`src/lav_pkg.sv`:
```
// Shared types and constants for the camera view matrix block.
// Depends on nothing; every other file of the block imports it.
package lav_pkg;

  localparam int COORD_W = 32;
  localparam int DIFF_W  = COORD_W + 1;
  localparam int ACC_W   = 64;
  localparam int TRANS_W = 36;
  localparam int ROW_W   = 2;
  // Normalized magnitudes carry exactly this many significant bits.
  localparam int MAG_W   = 31;
  // One result bit per step of the square root over a 64-bit radicand.
  localparam int SQRT_STEPS = ACC_W / 2;

  typedef logic signed [COORD_W-1:0] coord_t;
  typedef logic signed [DIFF_W-1:0]  diff_t;

  // One camera setup as it travels from the front part to the back part.
  typedef struct packed {
    coord_t [2:0] eye;
    coord_t [2:0] up;
    diff_t  [2:0] diff;
    logic         diff_zero;
  } cam_t;

endpackage

```
`src/lav_queue.sv`:
```
// Two-entry queue of camera setups between the front and back parts.
// Uses lav_pkg for the entry type.
module lav_queue (
  input  logic          clk_i,
  input  logic          rst_ni,
  input  logic          wr_valid_i,
  output logic          wr_ready_o,
  input  lav_pkg::cam_t wr_data_i,
  output logic          rd_valid_o,
  input  logic          rd_ready_i,
  output lav_pkg::cam_t rd_data_o
);
  import lav_pkg::*;

  cam_t       mem_q [2];
  logic       wr_ptr_q;
  logic       rd_ptr_q;
  logic [1:0] count_q;
  logic       push;
  logic       pop;

  assign wr_ready_o = (count_q != 2'd2);
  assign rd_valid_o = (count_q != 2'd0);
  assign push       = wr_valid_i && wr_ready_o;
  assign pop        = rd_valid_o && rd_ready_i;
  assign rd_data_o  = mem_q[rd_ptr_q];

  always_ff @(posedge clk_i or negedge rst_ni) begin
    if (!rst_ni) begin
      wr_ptr_q <= 1'b0;
      rd_ptr_q <= 1'b0;
      count_q  <= 2'd0;
    end else begin
      if (push) wr_ptr_q <= !wr_ptr_q;
      if (pop)  rd_ptr_q <= !rd_ptr_q;
      if (push && !pop) begin
        count_q <= count_q + 2'd1;
      end else if (pop && !push) begin
        count_q <= count_q - 2'd1;
      end
    end
  end

  always_ff @(posedge clk_i) begin
    if (push) begin
      mem_q[wr_ptr_q] <= wr_data_i;
    end
  end

endmodule

```
`config.mk`:
```
export PLATFORM = sky130hd
export DESIGN_NAME = lav_queue
export DESIGN_NICKNAME = d
export VERILOG_FILES = /design/src/lav_pkg.sv /design/src/lav_queue.sv
export SDC_FILE = /design/constraint.sdc
export NUM_CORES = 1
export LEC_CHECK = 0
export BUFFER_PORTS_ARGS = -buffer_cell sky130_fd_sc_hd__clkbuf_2
export CORE_AREA = 2 2 227 229
export CTS_BUF_LIST = sky130_fd_sc_hd__clkbuf_16
export DETAILED_ROUTE_END_ITERATION = 8
export DIE_AREA = 0 0 229 231
export PLACE_DENSITY = 0.76
export SYNTH_ARGS = -nofsm -noshare
export SYNTH_HDL_FRONTEND = slang
export SYNTH_SLANG_ARGS = --single-unit
```
`constraint.sdc`:
```
create_clock -name clk_i -period 32.7 [get_ports clk_i]
set_input_delay 8.175 -clock clk_i [delete_from_list [all_inputs] [get_ports clk_i]]
set_output_delay 8.175 -clock clk_i [all_outputs]
set_load 0.05 [all_outputs]
```
* Word level (Yosys, flattened, before mapping)
Memories as Yosys holds them, arrays and structs flattened.
Cells that the tools add are included.
** Storage, ports and cells
- Bits in registers :: 4
- RAM bits :: 584
- Bits of input ports :: 296
- Output and inout port bits :: 294
- Word-level logic and storage cells :: 21
- Memories :: 1
** Cells by class
- $add $sub $neg :: 2
- Equality and inequality tests :: 1
- Multiplexer cells :: 4
- Reduce and logical (&&, ||, !) cells :: 10
** Memory list
- mem_q :: depth 2, width 292, read ports 1, clocked after memory_dff 0, wr ports 1, line lav_queue.sv:15 : cam_t mem_q [2];
** Operators by type and width (number)
- logical AND 1 bit :: 4
- logical NOT 1 bit :: 4
- two-way mux 2 bit :: 2
- nonzero test 2 bit :: 2
- adder 2 x 1 -> 2 bit (second input constant) :: 1
- two-way mux 1 bit :: 2
- inequality test 2 bit (second input constant) :: 1
- subtractor 2 x 1 -> 2 bit (second input constant) :: 1

* Logic depth before layout (Yosys ltp)
Gate-level depths: netlist (run 1).
- Depth after elaboration :: 6
- Mapped depth :: 7
- Gate-level depth less buffers :: 7

* Worst setup path before layout (run 1)
OpenSTA, ideal clock, no wires.
- Kind :: in2reg
- From :: in wr_valid_i
- To :: mem mem_q[0][0] in the netlist's numbering, enable pin
- Setup time :: 0.953 ns
- Arrival time :: 20.379 ns
- Required time :: 31.747 ns
- Slack :: 11.368 ns
- Stages :: 2
- Path buffers :: 0
- Cells stage by stage :: nand2_1 -> nor2_1
** On the way
- Word-level cells in the longest chain between the ends :: 3
** Ends and longest elaborated chain
- from (decl) :: line lav_queue.sv:6 : input logic wr_valid_i,
- logical AND 1 bit :: line lav_queue.sv:24 : assign push = wr_valid_i && wr_ready_o;
- two-way mux 1 bit :: line lav_queue.sv:45 : if (push) begin
- two-way mux 1 bit (implied by the code) :: line lav_queue.sv:46 : mem_q[wr_ptr_q] <= wr_data_i;
- to (decl) :: line lav_queue.sv:15
No other way between the ends.

==> flow_summary_export.csv, run 1 <==
group,metric,value,unit
critical_path,reg2reg_from,"count_q[0]$_DFFE_PN0P_",
final_layout,fin_cells,2284,
critical_path,cp_cell_sequence,"buf_4, buf_4, mux2_4, clkbuf_2",
grt,grt_max_degree,126,
power_and_ir_drop,power,0.00305,W
timing,fin_ws,20.23,ns
logic_synthesis,async_flop_share,0.00680,
critical_path,arrival,4.29,ns
final_layout,drive_above_1_share,0.613,
critical_path,r2r_cells,5,
outcome,status,"finished clean",
critical_path,end_kind,"primary output",
floorplanning,die_width,229,µm
route,drt_first_iter_violations,534,
worst_hold_path,min_to,"count_q[1]$_DFFE_PN0P_",
logic_synthesis,yosys.area.top_type,"edfxtp_1",
critical_path,reg2reg_to,"mem_q[0][18]$_DFFE_PP_",
logic_synthesis,synth_nets,1224,
timing,rsz0062_at_grt,"false",
logic_synthesis,synth_area_leaders,"edfxtp_1 (78%), mux2_4 (18%), mux2_2 (1.1%), buf_6 (0.95%), buf_8 (0.74%)",
final_layout,regArea,17600,µm²
worst_hold_path,holdCritPathClass,"flip-flop to flip-flop",
logic_synthesis,syn-cell-area,22400,µm²
grt,grt_pass1_wl,67600,µm
timing,max_clock_freq,80.2,MHz
route,wire_per_inst,20.3,µm
floorplanning,die_area,52900,µm²
logic_synthesis,yosysTopAreaCellShare,0.781,
clock_network,clock-root-buffer,"clkbuf_16",
clock_network,cts_resized,0,
timing,finalHoldViolCount,0,
placement,dpl.hpwl,32600,µm
critical_path,criticalPathCategory,"flip-flop to primary output",
grt,grtUsageTotal,0.169,
floorplanning,io_pins,590,
placement,post-place-ws,20.81,ns
critical_path,start_kind,"flip-flop",
logic_synthesis,yosys_warnings,0,
timing,slew_headroom,0.233,
final_layout,fin_util,0.550,
route,drt-total-wl,46400,µm
critical_path,rrSetupSlack,28.76,ns
route,dr.pass1.iters,5,
critical_path,crit_top_cell,"buf_4",
logic_synthesis,synth.most_common_cell,"edfxtp_1",
clock_network,cts.path.max_buffers,3,
route,drc,0,
logic_synthesis,synth-seq-cells,588,
clock_network,cts_setup_buffers,0,
timing,final.setup_skew,0.0116,ns
timing,min_period,12.47,ns
timing,finalSetupViolations,0,
critical_path,cp_max_fo,58,
route,detail-route-antenna-nets,0,
grt,first_global_vias,11300,
floorplanning,coreArea,50700,µm²
clock_network,clkLatencyLatePin,0.59,ns
final_layout,n_fill_cell,3913,
placement,gp_congestion,0.914,
final_layout,area_growth,24.1,%
clock_network,clkSinkCount,588,
logic_synthesis,seq_area_frac_synth,0.786,
timing,finalMaxSlewViolations,0,
floorplanning,die_height,231,µm
final_layout,nNetsFinal,1851,
clock_network,cts_tree,"yes",
clock_network,hold_buffers,0,
critical_path,critPathRequiredTime,24.52,ns
critical_path,crit_path_top_delay_cell,"dfrtp_4",
critical_path,critPathBufInv,3,
critical_path,critical_path.top_delay_family,"buffers and inverters",
logic_synthesis,synth_cell_types,17,
power_and_ir_drop,cellPowerDensity,110,nW/µm²
route,avgViaCountPerCell,4.83,
flow_run,drv_cap,0,
power_and_ir_drop,irDropWorstVdd,0.105,mV
logic_synthesis,netlist_top_cells_count,"edfxtp_1 (584), mux2_4 (270), mux2_2 (22)",
grt,grt_remaining_overflow,0,
timing,tightest_slew,1.15,ns
final_layout,multi_input_area,4400,µm²
logic_synthesis,synthCells,927,
clock_network,cts_max_level,2,
logic_synthesis,synth_area_per_cell,24.2,µm²
logic_synthesis,ys.flop_type,"edfxtp_1",
floorplanning,initial_core_util,0.443,
placement,port_buffers,589,
timing,period_share,0.381,
power_and_ir_drop,leakage,11.3,nW
timing,fin_tns_setup,0,ns
placement,place_inst,2174,
route,vias,11000,
clock_network,cts_buffers,58,
logic_synthesis,synth_edf_count,584,
floorplanning,num_rows,83,
critical_path,worst_path_largest_cell_delay,1.11,ns
worst_hold_path,hp-start,"count_q[1]$_DFFE_PN0P_",
worst_hold_path,min_path_cells,1,
clock_network,cts.clk_slew.worst_paths,0.06,ns
grt,antenna_found_initial,7,
## worst register-to-register path: cells and delay by family, from the launching register on
kind | cells | cell delay [ns]
and+or+nand+nor | 3 | 1.27
DFF | 1 | 0.41
buffers and inverters | 2 | 1.81
## report_power, final
part           leakage [nW]  switching [W]  internal [W]
logic                  4.86       0.000908      0.000400
registers              5.47      0.0000605       0.00103
clock network         0.988       0.000269      0.000383
total                  11.3        0.00124       0.00182
## cell type report
class                   instances  area share
repair buffers                600       0.109
clock inverters                46      0.0134
flip-flops and latches        588       0.633
well taps                     680      0.0306
inverters                       1    0.000135
diodes                          3    0.000270
multi-input cells             305       0.158
clock buffers                  61      0.0548
## per-layer routing
layer  global-route usage  part of all wire  vias to the layer above
met4               0.0653             0.032                        8
li1                     -                 -                     4980
met5                    0            0.0012                        -
met2                0.291              0.51                      493
met1                0.189              0.36                     5444
met3               0.0678             0.099                      104
## placed cells by master, fill, tap and decap left out, types with 3 or more instances in the layout
| cell | count |
|---|---|
| clkinv_2 | 14 |
| clkinv_1 | 8 |
| clkbuf_2 | 589 |
| buf_4 | 10 |
| bufinv_16 | 6 |
| clkbuf_16 | 61 |
| mux2_2 | 22 |
| dfrtp_1 | 3 |
| xnor2_1 | 3 |
| mux2_4 | 270 |
| inv_1 | 14 |
| diode_2 | 3 |
| edfxtp_1 | 584 |
## flip-flops by register name, summed over array words and instances, names as in the netlist
signal    flops
mem_q       584
count_q       2
rd_ptr_q      1
wr_ptr_q      1
## stage by stage
stage / area [µm²] / hold WS, ns
2_1_floorplan: 22400 / 0.456
3_3_place_gp: 25900 / 0.479
3_5_place_dp: 25900 / 0.500
4_1_cts: 27800 / 0.517
5_1_grt: 27800 / 0.526
6_report: 27800 / 0.514
## kinds of logic (layout without fill, tap and decap cells)
group,after synthesis,after routing,synth area share
XOR/XNOR,5,5,0.00195
adder cells (fa/ha/maj),1,1,0.000557
buffers and inverters,34,708,0.0184
flip-flops,588,588,0.786
multiplexers,292,292,0.192
other,0,3,0
AND/OR/NAND/NOR,7,7,0.00151
## how the worst max path moves through the flow
stage / from / end / slack, ns / cells after the start
final: rd_ptr_q$_DFFE_PN0P_ / rd_data_o[74] / 20.23 / 4
after detailed placement: rd_ptr_q$_DFFE_PN0P_ / rd_data_o[0] / 20.81 / 4
after floorplan: wr_valid_i / mem_q[0][0]$_DFFE_PP_ / 11.37 / 2
after global placement: rd_ptr_q$_DFFE_PN0P_ / rd_data_o[0] / 20.93 / 4
after global routing: rd_ptr_q$_DFFE_PN0P_ / rd_data_o[290] / 20.03 / 4
after CTS: rd_ptr_q$_DFFE_PN0P_ / rd_data_o[0] / 20.15 / 4
No activity file was read; power rests on OpenSTA's default activity.
==> inputs of run 2 (changes only) <==
Settings changed: CORE_AREA 2 2 227 229 to 2 2 228 230, DIE_AREA 0 0 229 231 to 0 0 230 232.
Clock period 32.7 ns to 12.35 ns, I/O delays scaled along.
==> run 2 against run 1 <==
Compared with the run above:
- global-route usage down 0.28 points
- setup slack worse by 15 ns
- cell count fell by 0.18%
- first-iteration DRC count increased by 18%
- clock-buffer cell count down 2
- wire length down 0.57%
- via count fell by 0.33%
- cell area down 0.33%
- clock power grew to 2.6 times the previous value
- hold slack got worse by 0.0087 ns
==> flow_summary_export.csv, run 2 (synthesized netlist as in run 1, its figures left out) <==
group,metric,value,unit
grt,first_global_vias,11500,
critical_path,cp_cell_sequence,"buf_4, buf_4, mux2_4, clkbuf_2",
worst_hold_path,holdCritPathClass,"flip-flop to flip-flop",
critical_path,crit_top_cell,"buf_4",
flow_run,drv_cap,0,
route,drc,0,
clock_network,cts_resized,0,
route,wire_per_inst,20.3,µm
critical_path,critPathRequiredTime,9.26,ns
timing,finalMaxSlewViolations,0,
timing,finalHoldViolCount,0,
critical_path,start_kind,"flip-flop",
timing,max_clock_freq,141,MHz
timing,timing.hold.ws,0.505,ns
clock_network,cts_buffers,58,
grt,antenna_found_initial,6,
clock_network,cts.path.max_buffers,3,
critical_path,cp_max_fo,53,
final_layout,layout_commonest_cell,"clkbuf_2",
grt,grt_pass1_wl,67000,µm
floorplanning,initial_core_util,0.441,
timing,period_share,0.574,
timing,fin_tns_setup,0,ns
critical_path,end_kind,"primary output",
clock_network,cts.clk_slew.worst_paths,0.06,ns
floorplanning,die_width,230,µm
critical_path,worst_path_largest_cell_delay,1.02,ns
final_layout,area_growth,23.7,%
power_and_ir_drop,irDropWorstVdd,0.175,mV
route,dr.pass1.iters,4,
timing,min_period,7.09,ns
critical_path,criticalPathCategory,"flip-flop to primary output",
critical_path,r2r_cells,5,
critical_path,endpoint,"rd_data_o[241]",
critical_path,startpoint,"rd_ptr_q$_DFFE_PN0P_",
final_layout,top_regs,"mem_q: 584 flops, count_q: 2 flops",
final_layout,final_cell_mix,"clkbuf_2 (589), edfxtp_1 (584), mux2_4 (270)",
clock_network,clkSinkCount,588,
timing,rsz0062_at_grt,"false",
clock_network,clkLatencyLatePin,0.60,ns
route,drt_first_iter_violations,631,
placement,port_buffers,589,
clock_network,cts_setup_buffers,0,
floorplanning,num_rows,83,
placement,gp_congestion,0.797,
final_layout,nNetsFinal,1853,
clock_network,cts_tree,"yes",
floorplanning,die_height,232,µm
final_layout,drive_above_1_share,0.614,
timing,slew_headroom,0.280,
route,detail-route-antenna-nets,0,
power_and_ir_drop,leakage,11.3,nW
route,avgViaCountPerCell,4.82,
power_and_ir_drop,cellPowerDensity,289,nW/µm²
critical_path,crit_path_top_delay_cell,"dfrtp_4",
grt,grt_remaining_overflow,0,
final_layout,regMostFlops,"mem_q",
route,drt-total-wl,46200,µm
critical_path,arrival,4.00,ns
critical_path,reg2reg_from,"count_q[0]$_DFFE_PN0P_",
timing,final.setup_skew,0.0210,ns
outcome,status,"finished clean",
floorplanning,coreArea,50900,µm²
critical_path,rrSetupSlack,9.13,ns
floorplanning,io_pins,590,
timing,tightest_slew,1.08,ns
timing,finalSetupViolations,0,
clock_network,hold_buffers,0,
critical_path,reg2reg_to,"mem_q[0][194]$_DFFE_PP_",
clock_network,cts_max_level,2,
placement,dpl.hpwl,32100,µm
final_layout,largest_reg_flops,584,
grt,grt_max_degree,77,
grt,grtUsageTotal,0.167,
clock_network,clock-root-buffer,"clkbuf_16",
floorplanning,die_area,53400,µm²
route,vias,11000,
[run 2: how the worst min path moves through the flow]
stage               slack [ns]                      to                   start  depth (start not counted)
floorplan                 0.46  count_q[1]$_DFFE_PN0P_  count_q[1]$_DFFE_PN0P_                          1
global placement          0.48  count_q[1]$_DFFE_PN0P_  count_q[1]$_DFFE_PN0P_                          1
detailed placement        0.49  count_q[1]$_DFFE_PN0P_  count_q[1]$_DFFE_PN0P_                          1
CTS                       0.50  count_q[1]$_DFFE_PN0P_  count_q[1]$_DFFE_PN0P_                          1
global route              0.52  count_q[1]$_DFFE_PN0P_  count_q[1]$_DFFE_PN0P_                          1
finish                    0.51  count_q[1]$_DFFE_PN0P_  count_q[1]$_DFFE_PN0P_                          1
[run 2: per-stage QoR]
stage	std cells	worst slack, ns	util	power [W]	instance area [µm²]
after global placement	2176	5.84	0.510	0.00637	25900
after global routing	2280	5.02	0.545	0.00831	27800
after floorplan	927	1.06	-	0.00593	22400
after detailed placement	2176	5.84	0.510	0.00642	25900
final	2280	5.26	0.545	0.00801	27800
after CTS	2279	5.16	0.545	0.00810	27800
[run 2: critical path: cells and delay by family (launching register included)]
family                 cells  cell delay (ns)
DFF                        1             1.02
buffers and inverters      3             1.80
muxes                      1             0.36
[run 2: power breakdown]
part,leakage (nW),internal [W],switching [W]
clock network,0.933,0.000964,0.000702
registers,5.47,0.00273,0.000149
logic,4.86,0.00105,0.00241
[run 2: final cells by class]
| class | count | area (µm²) |
|---|---|---|
| fill | 3913 | 23100 |
| multi-input combinational | 305 | 4400 |
| antenna | 1 | 2.50 |
| clock buffer | 59 | 1480 |
| tap | 680 | 851 |
| timing repair buffer | 602 | 3050 |
| inverter | 1 | 3.75 |
| sequential | 588 | 17600 |
| clock inverter | 44 | 334 |
[run 2: layer usage]
layer / GRT usage / wire (µm)
met1: 0.186 / 16700
met2: 0.288 / 23500
met3: 0.0668 / 4410
met4: 0.0617 / 1520
met5: 0 / 65
