`src/lav_pkg.sv`:
```
// Shared types and constants for the camera view matrix block.
// Depends on nothing; every other file of the block imports it.
package lav_pkg;

  localparam int COORD_W = 32;
  localparam int DIFF_W  = COORD_W + 1;
  localparam int ACC_W   = 64;
  localparam int TRANS_W = 36;
  localparam int ROW_W   = 2;
  // Normalized magnitudes carry exactly this many significant bits.
  localparam int MAG_W   = 31;
  // One result bit per step of the square root over a 64-bit radicand.
  localparam int SQRT_STEPS = ACC_W / 2;

  typedef logic signed [COORD_W-1:0] coord_t;
  typedef logic signed [DIFF_W-1:0]  diff_t;

  // One camera setup as it travels from the front part to the back part.
  typedef struct packed {
    coord_t [2:0] eye;
    coord_t [2:0] up;
    diff_t  [2:0] diff;
    logic         diff_zero;
  } cam_t;

endpackage

```
`src/lav_front.sv`:
```
// Front part: takes one camera setup per transaction, forms eye - target
// and flags the case where the two points coincide. Uses lav_pkg.
module lav_front (
  input  logic                  clk_i,
  input  logic                  rst_ni,
  input  logic                  in_valid_i,
  output logic                  in_ready_o,
  input  logic signed [31:0]    eye_x_i,
  input  logic signed [31:0]    eye_y_i,
  input  logic signed [31:0]    eye_z_i,
  input  logic signed [31:0]    target_x_i,
  input  logic signed [31:0]    target_y_i,
  input  logic signed [31:0]    target_z_i,
  input  logic signed [31:0]    up_x_i,
  input  logic signed [31:0]    up_y_i,
  input  logic signed [31:0]    up_z_i,
  output logic                  cam_valid_o,
  input  logic                  cam_ready_i,
  output lav_pkg::cam_t         cam_o
);
  import lav_pkg::*;

  coord_t eye   [3];
  coord_t tgt   [3];
  cam_t   cam_d;
  cam_t   cam_q;
  logic   valid_q;

  assign eye[0] = eye_x_i;
  assign eye[1] = eye_y_i;
  assign eye[2] = eye_z_i;
  assign tgt[0] = target_x_i;
  assign tgt[1] = target_y_i;
  assign tgt[2] = target_z_i;

  always_comb begin
    cam_d.up[0] = up_x_i;
    cam_d.up[1] = up_y_i;
    cam_d.up[2] = up_z_i;
    for (int i = 0; i < 3; i++) begin
      cam_d.eye[i]  = eye[i];
      cam_d.diff[i] = {eye[i][COORD_W-1], eye[i]} - {tgt[i][COORD_W-1], tgt[i]};
    end
    cam_d.diff_zero = (eye[0] == tgt[0]) && (eye[1] == tgt[1]) && (eye[2] == tgt[2]);
  end

  assign in_ready_o  = !valid_q || cam_ready_i;
  assign cam_valid_o = valid_q;
  assign cam_o       = cam_q;

  always_ff @(posedge clk_i or negedge rst_ni) begin
    if (!rst_ni) begin
      valid_q <= 1'b0;
    end else if (in_valid_i && in_ready_o) begin
      valid_q <= 1'b1;
    end else if (cam_ready_i) begin
      valid_q <= 1'b0;
    end
  end

  always_ff @(posedge clk_i) begin
    if (in_valid_i && in_ready_o) begin
      cam_q <= cam_d;
    end
  end

endmodule

```
`config.mk`:
```
export PLATFORM = sky130hd
export DESIGN_NAME = lav_front
export DESIGN_NICKNAME = d
export VERILOG_FILES = /design/src/lav_pkg.sv /design/src/lav_front.sv
export SDC_FILE = /design/constraint.sdc
export NUM_CORES = 1
export LEC_CHECK = 0
export BUFFER_PORTS_ARGS = -buffer_cell sky130_fd_sc_hd__buf_4
export CORE_AREA = 2 2 226 228
export CTS_CLUSTER_DIAMETER = 200
export DETAILED_ROUTE_END_ITERATION = 7
export DIE_AREA = 0 0 228 230
export HOLD_SLACK_MARGIN = 0.08
export PLACE_DENSITY = 0.51
export SKIP_CTS_REPAIR_TIMING = 1
export SLEW_MARGIN = 10
export SYNTH_ARGS = -nofsm -noshare
export SYNTH_HDL_FRONTEND = slang
export SYNTH_SLANG_ARGS = --single-unit
```
`constraint.sdc`:
```
create_clock -name clk_i -period 13.4 [get_ports clk_i]
set_clock_uncertainty 0.15 [all_clocks]
set_input_delay 1.34 -clock clk_i [delete_from_list [all_inputs] [get_ports clk_i]]
set_output_delay 1.34 -clock clk_i [all_outputs]
set_load 0.02 [all_outputs]
```
# After elaboration in Yosys (flattened, before gate mapping)
# Cells that the tools add are included.
# op_classes
muxes,2
reduce_logical,6
n_eq_ne,3
add_sub_neg,3
# op_table
cell,count
32-bit by 32-bit subtractor with 33-bit output,3
32-bit equality test,3
1-bit logical AND,3
1-bit 2-to-1 mux,2
2-bit nonzero test,1
1-bit logical NOT,1
1-bit logical OR,1
# word_totals
reg_bits,293
word_cells,25
input_bits,292

# Longest topological paths before layout
# Gate-level depths: netlist (run 1).
# logic_depth
depth_word,4
mapped_depth,10

# Worst setup path before layout (run 1)
# No wires, ideal clock.
# synth_timing
path_kind,input to register
startpoint,input port cam_ready_i
endpoint,"register cam_q, in the netlist cam_o[0] (enable)"
slack_ns,4.302
arrival_time_ns,8.259
required_time_ns,12.560
cell_stages,2
path_cell_list,nand2b_1 and2_1
# synth_between
elab_chain_cells,2
# synth_rtl
item,line_no,text
from (decl),lav_front.sv:18,"input logic cam_ready_i,"
1-bit logical OR,lav_front.sv:47,assign in_ready_o = !valid_q || cam_ready_i;
1-bit logical AND,lav_front.sv:62,if (in_valid_i && in_ready_o) begin
to (signal assigned),lav_front.sv:63,cam_q <= cam_d;
to (decl),lav_front.sv:26,cam_t cam_q;
# No other way between the ends.
# A chain may end at the register's enable or synchronous reset.

==> results_dict.tcl, run 1 <==
set metrics [dict create \
    p_int_uw 1940 \
    dp_hpwl_mm 38.2 \
    leakage_uw 0.00904 \
    rr_endpoint "cam_o[45]$_DFFE_PP_" \
    synthArstFlopShare_pct 0.341 \
    avgSynthCellArea_um2 12.5 \
    grt_pass1_vias 11600 \
    critPathLaunchType "input port" \
    fp.dieH_um 230 \
    synth-edff-count 292 \
    seqCellArea_um2 8790 \
    synth_nets 1552 \
    antenna_found_initial 1 \
    holdPathEnd "cam_valid_o$_DFFE_PN0P_" \
    die-width_um 228 \
    comb_power_share_pct 21.6 \
    worst_pin_slew_ns 1.21 \
    cts_buffers 37 \
    cp_top_family "compound AO/OA/AOI/OAI gates" \
    dr.pass1.iters 4 \
    total_power_uw 2690 \
    start_util_pct 29.1 \
    holdCritStartpoint "cam_valid_o$_DFFE_PN0P_" \
    peakVddDrop_v 0.0000840 \
    clkTransAtPathRegs_ns 0.06 \
    critPathMaxFanout 5 \
    gp_congestion 0.876 \
    drtIter0Drc 486 \
    die_area_um2 52400 \
    ys_types 76 \
    end_kind "register" \
    layout.nets 2148 \
    path_depth 11 \
    synth_area_um2 14500 \
    port_buffers 585 \
    fin_crit_ns 4.03 \
    clock_path_buffers 3 \
    arrival_ns 4.16 \
    viasPerCell 4.63 \
    core_um2 49900 \
    area_growth_pct 43.5 \
    path_buf_inv 2 \
    grt_overflow_total 0 \
    num_vias 11400 \
    crit_chain "buf_4, inv_1, ha_1, fa_1, nand2b_1, a211oi_1, o2111ai_1, o221ai_1, nand3_1, a31oi_1, a221oi_1" \
    drive_above_1_share_pct 37.0 \
    critPathSlowestCell "o221ai_1" \
    path_class "in -> reg" \
    multi_input_area_um2 5110 \
    grt_max_degree 176 \
    htree_levels 2 \
    maxSlewViolCount 0 \
    slowest_delay_ns 0.59 \
    yosys_warnings 0 \
    cts_tree "yes" \
    hold_path.class "reg -> reg" \
    synth_seq_cells 293 \
    routed_wl_mm 47.8 \
    clockPowerShare_pct 36.6 \
    setup_tns_ns 0 \
    ant_nets 0 \
    wl_per_cell_um 19.5 \
    outcome "finished clean" \
    grt_pass1_wl_mm 70.9 \
    synthCells 1161 \
    fmax_ghz 0.248 \
    finalCritPeriodShare_pct 30.0 \
    cts.sinks 293 \
    synth-seq-area-share_pct 60.7 \
    p_per_area_nw_per_um2 129 \
    maxSlewHeadroom_pct 19.5 \
    utilization_pct 41.7 \
    fillers 4827 \
    ioPinCount 586 \
    rsz0062_at_grt "false" \
    hold_viol_final 0 \
    grt_usage_pct 17.7 \
    clockRootBuffer "clkbuf_16" \
    drcViolationCount 0 \
    drv_cap 0 \
    synth_flop_cell "edfxtp_1" \
    ff2ff_setup_slack_ns 10.73 \
    p_sw_uw 750 \
    ff2ff_path_depth 3 \
    hold_depth 2 \
    clock_latency_ns 0.55 \
    setup_viol 0 \
    rows 82 \
    swShare_pct 27.9 \
    p_seq_share_pct 41.8 \
    critPathRequiredTime_ns 13.54 \
    r2r_start "cam_valid_o$_DFFE_PN0P_" \
]
==> flip-flops by register name, indices dropped and copies added (netlist names) <==
| name | flops |
|---|---|
| cam_o | 292 |
| cam_valid_o | 1 |
==> per-stage QoR <==
stage / instance area (um2) / std cells / hold slack (ns) / setup slack (ns)
floorplan: 14500 / 1161 / 0.633 / 4.30
global placement: 19600 / 2390 / 0.370 / 8.88
detailed placement: 19600 / 2390 / 0.387 / 8.85
CTS: 20800 / 2455 / 0.374 / 9.43
global route: 20800 / 2456 / 0.383 / 9.09
finish: 20800 / 2456 / 0.402 / 9.37
==> synthesized netlist by cell type (5+ instances only) <==
library cell  number  area [um2]
clkbuf_1          25        93.8
o211ai_1           9        67.6
nand2b_1          16         100
o31ai_1            7        52.6
xnor2_1           49         429
a21o_1            37         278
or2_2              5        31.3
a21oi_1           87         435
a211oi_1          12        90.1
nand4_1           20         125
xor2_1            31         272
ha_1              96        1200
a21boi_0           7        52.6
and3_1             6        37.5
nor2_1            47         176
o21bai_1           9        67.6
and2_1             5        31.3
nand2_1           68         255
o21ai_0           48         240
inv_1            123         462
a31oi_1           13        81.3
a211o_1            5        43.8
edfxtp_1         292        8770
nand3_1           29         145
nor3_1            15        75.1
o21a_1            15         113
==> how the worst max path moves through the flow <==
stage | startpoint | endpoint | slack, ns
finish | eye_z_i[0] | cam_o[99]$_DFFE_PP_ | 9.37
global route | eye_z_i[0] | cam_o[99]$_DFFE_PP_ | 9.09
CTS | eye_z_i[0] | cam_o[99]$_DFFE_PP_ | 9.43
detailed placement | eye_z_i[0] | cam_o[99]$_DFFE_PP_ | 8.85
global placement | eye_z_i[0] | cam_o[99]$_DFFE_PP_ | 8.88
floorplan | cam_ready_i | cam_o[0]$_DFFE_PP_ | 4.30
==> per-layer routing <==
metal	vias to the layer above	share of wire (%)	routed length, um	track usage, %
met5	-	0	0	0
met4	0	1.8	877	4.74
met3	53	7.8	3740	5.67
met2	393	50	23900	30.7
met1	5419	40	19300	21.1
li1	5509	-	-	-
==> cell families after synthesis <==
logic type                 Yosys count  synth area share (%)
xor gates and xnor gates            80                  4.83
buffers and inverters              153                  4.11
AOI/OAI and AO/OA                  296                  13.4
DFF                                293                  60.7
and+or+nand+nor                    240                  8.32
adders and majority gates           99                  8.70
==> worst register-to-register path: stages (launching register included) <==
cell and delay [ns]:
dfrtp_1 0.38, nand2b_1 0.12, and2_4 0.62, buf_12 0.61
==> power groups by stage <==
| stage | registers (uW) | clock network [uW] | logic [uW] |
|---|---|---|---|
| 2_1_floorplan | 1240 | 0 | 241 |
| 3_3_place_gp | 1140 | 0 | 581 |
| 3_5_place_dp | 1140 | 0 | 585 |
| 4_1_cts | 1130 | 1020 | 586 |
| 5_1_grt | 1130 | 1050 | 631 |
| 6_report | 1120 | 985 | 580 |
==> layout by cell type, fill, tap and decap left out, types with 4 or more instances in the layout <==
master | synthesis | routed
o22ai_1 | 4 | 4
inv_1 | 123 | 123
nor4_1 | 4 | 4
or3_1 | 4 | 4
o21ai_0 | 48 | 48
o31a_1 | 4 | 4
a21o_1 | 37 | 37
or2_2 | 5 | 5
o21ai_1 | 4 | 4
a211o_1 | 5 | 5
nand3_1 | 29 | 29
o21a_1 | 15 | 15
and3_1 | 6 | 6
nand4_1 | 20 | 20
nor3_1 | 15 | 15
a211oi_1 | 12 | 12
edfxtp_1 | 292 | 292
clkinv_1 | 0 | 7
clkinv_2 | 0 | 4
a21boi_0 | 7 | 7
nor2_1 | 47 | 47
ha_1 | 96 | 96
nor2b_1 | 4 | 4
clkbuf_16 | 0 | 37
nand2_1 | 68 | 68
o21bai_1 | 9 | 9
clkbuf_1 | 25 | 10
buf_4 | 1 | 586
nand2b_1 | 16 | 16
o31ai_1 | 7 | 7
and2_1 | 5 | 4
o211ai_1 | 9 | 9
xor2_1 | 31 | 31
bufinv_16 | 0 | 4
xnor2_1 | 49 | 49
a31oi_1 | 13 | 13
a21oi_1 | 87 | 87
==> layout make-up <==
cell class | instances | share of cell area, %
Inverter | 123 | 2.22
Clock buffer | 47 | 4.63
Antenna cell | 1 | 0.0120
Timing Repair Buffer | 587 | 21.3
Tap cell | 672 | 4.04
Sequential cell | 293 | 42.3
Multi-Input combinational cell | 715 | 24.6
Clock inverter | 18 | 0.999
(Power assumes the default switching activity.)
==> inputs of run 2 (changes only) <==
CORE_AREA = 2 2 228 230   (was 2 2 226 228)
DIE_AREA = 0 0 230 232   (was 0 0 228 230)
PLACE_DENSITY = 0.5   (was 0.51)
clock period = 4.1 ns   (was 13.4 ns; I/O delays follow)
==> results_dict.tcl, run 2 (same netlist as run 1, synthesis figures left out) <==
set metrics [dict create \
    outcome "finished clean" \
    clock_path_buffers 3 \
    cts_buffers 37 \
    clkTransAtPathRegs_ns 0.05 \
    drv_cap 0 \
    setup_viol 0 \
    drcViolationCount 0 \
    critPathMaxFanout 3 \
    peakVddDrop_v 0.000325 \
    rsz0062_at_grt "false" \
    routed_wl_mm 51.1 \
    p_per_area_nw_per_um2 395 \
    hold_viol_final 0 \
    wl_per_cell_um 19.1 \
    cp_top_family "compound AO/OA/AOI/OAI gates" \
    crit_chain "dlygate4sd3_1, buf_4, inv_1, ha_1, fa_1, nand2b_1, a211oi_1, o2111ai_1, o221ai_1, nand3_1, a31oi_1, a221oi_1" \
    leakage_uw 0.00994 \
    fmax_ghz 0.286 \
    start_util_pct 28.5 \
    viasPerCell 4.58 \
    dp_hpwl_mm 39.9 \
    path_class "in -> reg" \
    multi_input_area_um2 5110 \
    ioPinCount 586 \
    rows 83 \
    die_area_um2 53400 \
    mostFrequentLayoutCell "buf_4" \
    grt_overflow_total 0 \
    fin_crit_ns 3.50 \
    drive_above_1_share_pct 33.9 \
    area_growth_pct 58.1 \
    grt_max_degree 57 \
    hold_path.class "in -> reg" \
    antenna_found_initial 2 \
    htree_levels 2 \
    dpl_cell_area_um2 19700 \
    ant_nets 0 \
    drtIter0Drc 456 \
    slowest_delay_ns 0.52 \
    setup_tns_ns 0 \
    layout.nets 2353 \
    final_cell_mix "592 x buf_4, 292 x edfxtp_1, 196 x dlygate4sd3_1" \
    gp_congestion 0.823 \
    end_kind "register" \
    die-width_um 230 \
    path_buf_inv 3 \
    port_buffers 585 \
    dr.pass1.iters 5 \
    arrival_ns 3.62 \
    cts_tree "yes" \
    critPathSlowestCell "dlygate4sd3_1" \
    grt_pass1_wl_mm 71.3 \
    grt_pass1_vias 11500 \
    num_vias 12200 \
    finalCritPeriodShare_pct 85.4 \
    clock_latency_ns 0.54 \
    worst_pin_slew_ns 0.857 \
    cts.sinks 293 \
    fillers 4756 \
    critPathRequiredTime_ns 4.22 \
    core_um2 50900 \
    final_area_um2 22900 \
    clockRootBuffer "clkbuf_16" \
    total_power_uw 9050 \
    largest_register_ff_count 292 \
    maxSlewViolCount 0 \
    maxSlewHeadroom_pct 42.9 \
    grt_usage_pct 17.6 \
    seqCellArea_um2 8790 \
    critPathLaunchType "input port" \
    fp.dieH_um 232 \
]
run 2: cell types whose count changed in the layout (fill, tap and decap cells not counted), sizes merged:
cell | before | now
buf | 587 | 596
clkinvlp | 0 | 1
dlygate4sd3 | 0 | 196
bufinv | 4 | 5
clkinv | 13 | 12
run 2: worst paths after layout:
kind,depth (start not counted),end,slack [ns],startpoint
hold reg to reg,3,cam_valid_o$_DFFE_PN0P_,0.98,cam_valid_o$_DFFE_PN0P_
min in group asynchronous,3,cam_valid_o$_DFFE_PN0P_,0.55,rst_ni
max in group asynchronous,3,cam_valid_o$_DFFE_PN0P_,3.15,rst_ni
setup / recovery,12,cam_o[99]$_DFFE_PP_,0.60,eye_z_i[0]
setup reg to reg,3,cam_o[249]$_DFFE_PP_,1.82,cam_valid_o$_DFFE_PN0P_
hold / removal,3,cam_o[2]$_DFFE_PP_,0.19,target_x_i[1]
run 2: metal layers:
metal	track usage [%]	wire, um	up-vias
li1	-	-	5917
met1	21.8	21200	5849
met2	30.2	25500	407
met3	5.10	3590	49
met4	3.95	824	0
met5	0	0	-
run 2: area by class of cell:
| class | instances | area share [%] |
|---|---|---|
| antenna | 1 | 0.0109 |
| clock buffer | 47 | 4.20 |
| clock inverter | 19 | 1.10 |
| inverter | 123 | 2.01 |
| multi-input combinational | 715 | 22.3 |
| sequential | 293 | 38.4 |
| tap | 680 | 3.71 |
| timing repair buffer | 792 | 28.3 |
run 2: per-stage QoR:
| step | worst slack, ns | util (%) | hold slack [ns] | instances |
|---|---|---|---|---|
| after global routing | 0.445 | 45.0 | 0.180 | 2670 |
| after floorplan | 0.727 | - | -0.0356 | 1161 |
| final | 0.599 | 45.0 | 0.195 | 2670 |
| after global placement | 0.648 | 38.8 | 0.0360 | 2407 |
| after CTS | 1.14 | 41.2 | -0.559 | 2473 |
| after detailed placement | 0.597 | 38.8 | 0.0394 | 2407 |
run 2: report_power, final:
part           total (uW)  internal (uW)  switching, uW
Sequential           3670           3610           64.9
Clock                3290           1990           1300
Combinational        2090            944           1140
run 2: tightest hold or removal path, delay by kind of cell:
family                     cells  cell delay, ns
buffers and inverters          2            0.14
adders and majority gates      1            0.17
==> inputs of run 3 (changes only) <==
ABC_AREA = 1   (was not set)
CORE_AREA = 2 2 231 233   (was 2 2 228 230)
DIE_AREA = 0 0 233 235   (was 0 0 230 232)
PLACE_DENSITY = 0.55   (was 0.5)
clock period = 3.01 ns   (was 4.1 ns; I/O delays follow)
==> results_dict.tcl, run 3 <==
set metrics [dict create \
    die_area_um2 54800 \
    rows 84 \
    clkTransAtPathRegs_ns 0.06 \
    clockRootBuffer "clkbuf_16" \
    antenna_found_initial 7 \
    fin_crit_ns 2.39 \
    grt_max_degree 95 \
    synth_simple_gate_area_share_pct 24.5 \
    drive_above_1_share_pct 25.1 \
    hold_depth 3 \
    synthCells 1983 \
    die-width_um 233 \
    drv_cap 0 \
    ys_types 26 \
    fp.dieH_um 235 \
    dr.pass1.iters 6 \
    cts_buffers 38 \
    drcViolationCount 0 \
    synth-edff-count 292 \
    gp_congestion 0.992 \
    synth-seq-area-share_pct 52.7 \
    path_class "in -> reg" \
    utilization_pct 48.2 \
    cts.sinks 293 \
    layout.nets 3203 \
    grt_usage_pct 21.6 \
    num_vias 15500 \
    critPathMaxFanout 3 \
    synth_top_area_share_pct 52.5 \
    largest_register_ff_count 292 \
    finalCritPeriodShare_pct 79.3 \
    wl_per_cell_um 17.6 \
    ff2ff_path_depth 3 \
    port_buffers 585 \
    critPathLaunchType "input port" \
    viasPerCell 4.39 \
    ys_top_cells_by_count "727 x nand2_1, 469 x inv_1, 292 x edfxtp_1" \
    muxShareOfSynthArea_pct 0 \
    synth_area_um2 16700 \
    end_kind "register" \
    hold_path.class "in -> reg" \
    setup_viol 0 \
    fmax_ghz 0.419 \
    grt_pass1_vias 14900 \
    synth_nets 2374 \
    arrival_ns 2.55 \
    clock_path_buffers 3 \
    p_sw_uw 3800 \
    drtIter0Drc 780 \
    clock_latency_ns 0.55 \
    cts_tree "yes" \
    ioPinCount 586 \
    htree_levels 2 \
    dpl_cell_area_um2 22000 \
    hold_viol_final 0 \
    start_util_pct 32.0 \
    grt_overflow_total 0 \
    maxSlewHeadroom_pct 58.0 \
    core_um2 52200 \
    peakVddDrop_v 0.000350 \
    final_cell_mix "727 x nand2_1, 588 x buf_4, 468 x inv_1" \
    synth_flop_cell "edfxtp_1" \
    mostFrequentLayoutCell "nand2_1" \
    total_power_uw 12400 \
    swShare_pct 30.7 \
    worst_pin_slew_ns 0.630 \
    final_area_um2 25200 \
    yosysTopAreaCell "edfxtp_1" \
    synth_top_family_by_area "simple AND/OR/NAND/NOR gates" \
    yosys.cell_count.top_type "nand2_1" \
    p_int_uw 8600 \
    p_per_area_nw_per_um2 492 \
    avgSynthCellArea_um2 8.42 \
    outcome "finished clean" \
    synth_compound_area_share_pct 2.13 \
    maxSlewViolCount 0 \
    p_seq_share_pct 40.3 \
    yosys_warnings 0 \
    area_growth_pct 50.9 \
    comb_power_share_pct 25.0 \
    clockPowerShare_pct 34.7 \
    grt_pass1_wl_mm 89.1 \
    critPathRequiredTime_ns 3.17 \
    leakage_uw 0.0131 \
    synth_fa_ha_area_share_pct 7.56 \
    dp_hpwl_mm 50.7 \
    synth_seq_cells 293 \
    rsz0062_at_grt "false" \
    fin_hold_ws_ns 0.109 \
    ant_nets 0 \
    synthArstFlopShare_pct 0.341 \
    synth-xor-area-share_pct 2.36 \
    synth_area_leaders "edfxtp_1 53%, nand2_1 16%, inv_1 11%" \
    routed_wl_mm 62.1 \
]
-- run 3: power groups by stage --
stage	combinational, uW	sequential [uW]	clock, uW
2_1_floorplan	1230	5470	0
3_5_place_dp	2900	5080	0
6_report	3100	5000	4300
4_1_cts	2910	5000	4410
3_3_place_gp	2880	5080	0
5_1_grt	3410	5020	4550
-- run 3: metrics by stage --
step,setup TNS (ns),setup WS (ns),cells
after floorplan,-832.12,-2.85,1983
after CTS,0,1.06,3329
after detailed placement,0,0.578,3260
after global placement,0,0.605,3260
final,0,0.623,3534
after global routing,0,0.520,3534
-- run 3: final timing paths --
| path | slack, ns | from | to |
|---|---|---|---|
| max in group asynchronous | 2.16 | rst_ni | cam_valid_o$_DFFE_PN0P_ |
| hold reg to reg | 0.69 | cam_valid_o$_DFFE_PN0P_ | cam_o[126]$_DFFE_PP_ |
| min in group asynchronous | 0.44 | rst_ni | cam_valid_o$_DFFE_PN0P_ |
| hold / removal | 0.11 | target_y_i[0] | cam_o[34]$_DFFE_PP_ |
| setup reg to reg | 1.05 | cam_valid_o$_DFFE_PN0P_ | cam_o[280]$_DFFE_PP_ |
| setup / recovery | 0.62 | eye_z_i[0] | cam_o[99]$_DFFE_PP_ |
-- run 3: cell type report --
| class | count | area [um2] |
|---|---|---|
| fill | 4984 | 27000 |
| inverter | 476 | 1790 |
| timing repair buffer | 791 | 6480 |
| tap | 688 | 861 |
| antenna | 5 | 12.5 |
| sequential | 293 | 8790 |
| clock buffer | 45 | 977 |
| multi-input combinational | 1212 | 6110 |
| clock inverter | 24 | 176 |
-- run 3: critical path: stages --
cell	delay [ns]
dlygate4sd3_1	0.53
buf_4	0.12
inv_1	0.04
ha_1	0.22
fa_1	0.49
inv_1	0.14
nand2_1	0.06
nand2_1	0.07
nand3_1	0.08
nand2_2	0.11
nand2_1	0.07
nand2_2	0.10
nand2_1	0.07
nand3_1	0.07
nand2_1	0.06
-- run 3: cells by family (layout without fill, tap and decap cells) --
| kind of cell | after synthesis | after routing |
|---|---|---|
| AND/OR/NAND/NOR | 1000 | 1000 |
| buffers and inverters | 478 | 1336 |
| flip-flops | 293 | 293 |
| adder cells (fa/ha/maj) | 99 | 99 |
| AO/OA/AOI/OAI | 68 | 68 |
| XOR/XNOR | 45 | 45 |
| other | 0 | 5 |
-- run 3: per-layer routing --
layer  vias up  global-route usage, %  wire (um)  share of wire (%)
met2       502                   39.8      32200                 52
li1       7783                      -          -                  -
met3        97                   5.55       4300                6.9
met4         4                   6.49       1870                3.0
met5         -                      0         19              0.031
met1      7125                   24.1      23700                 38
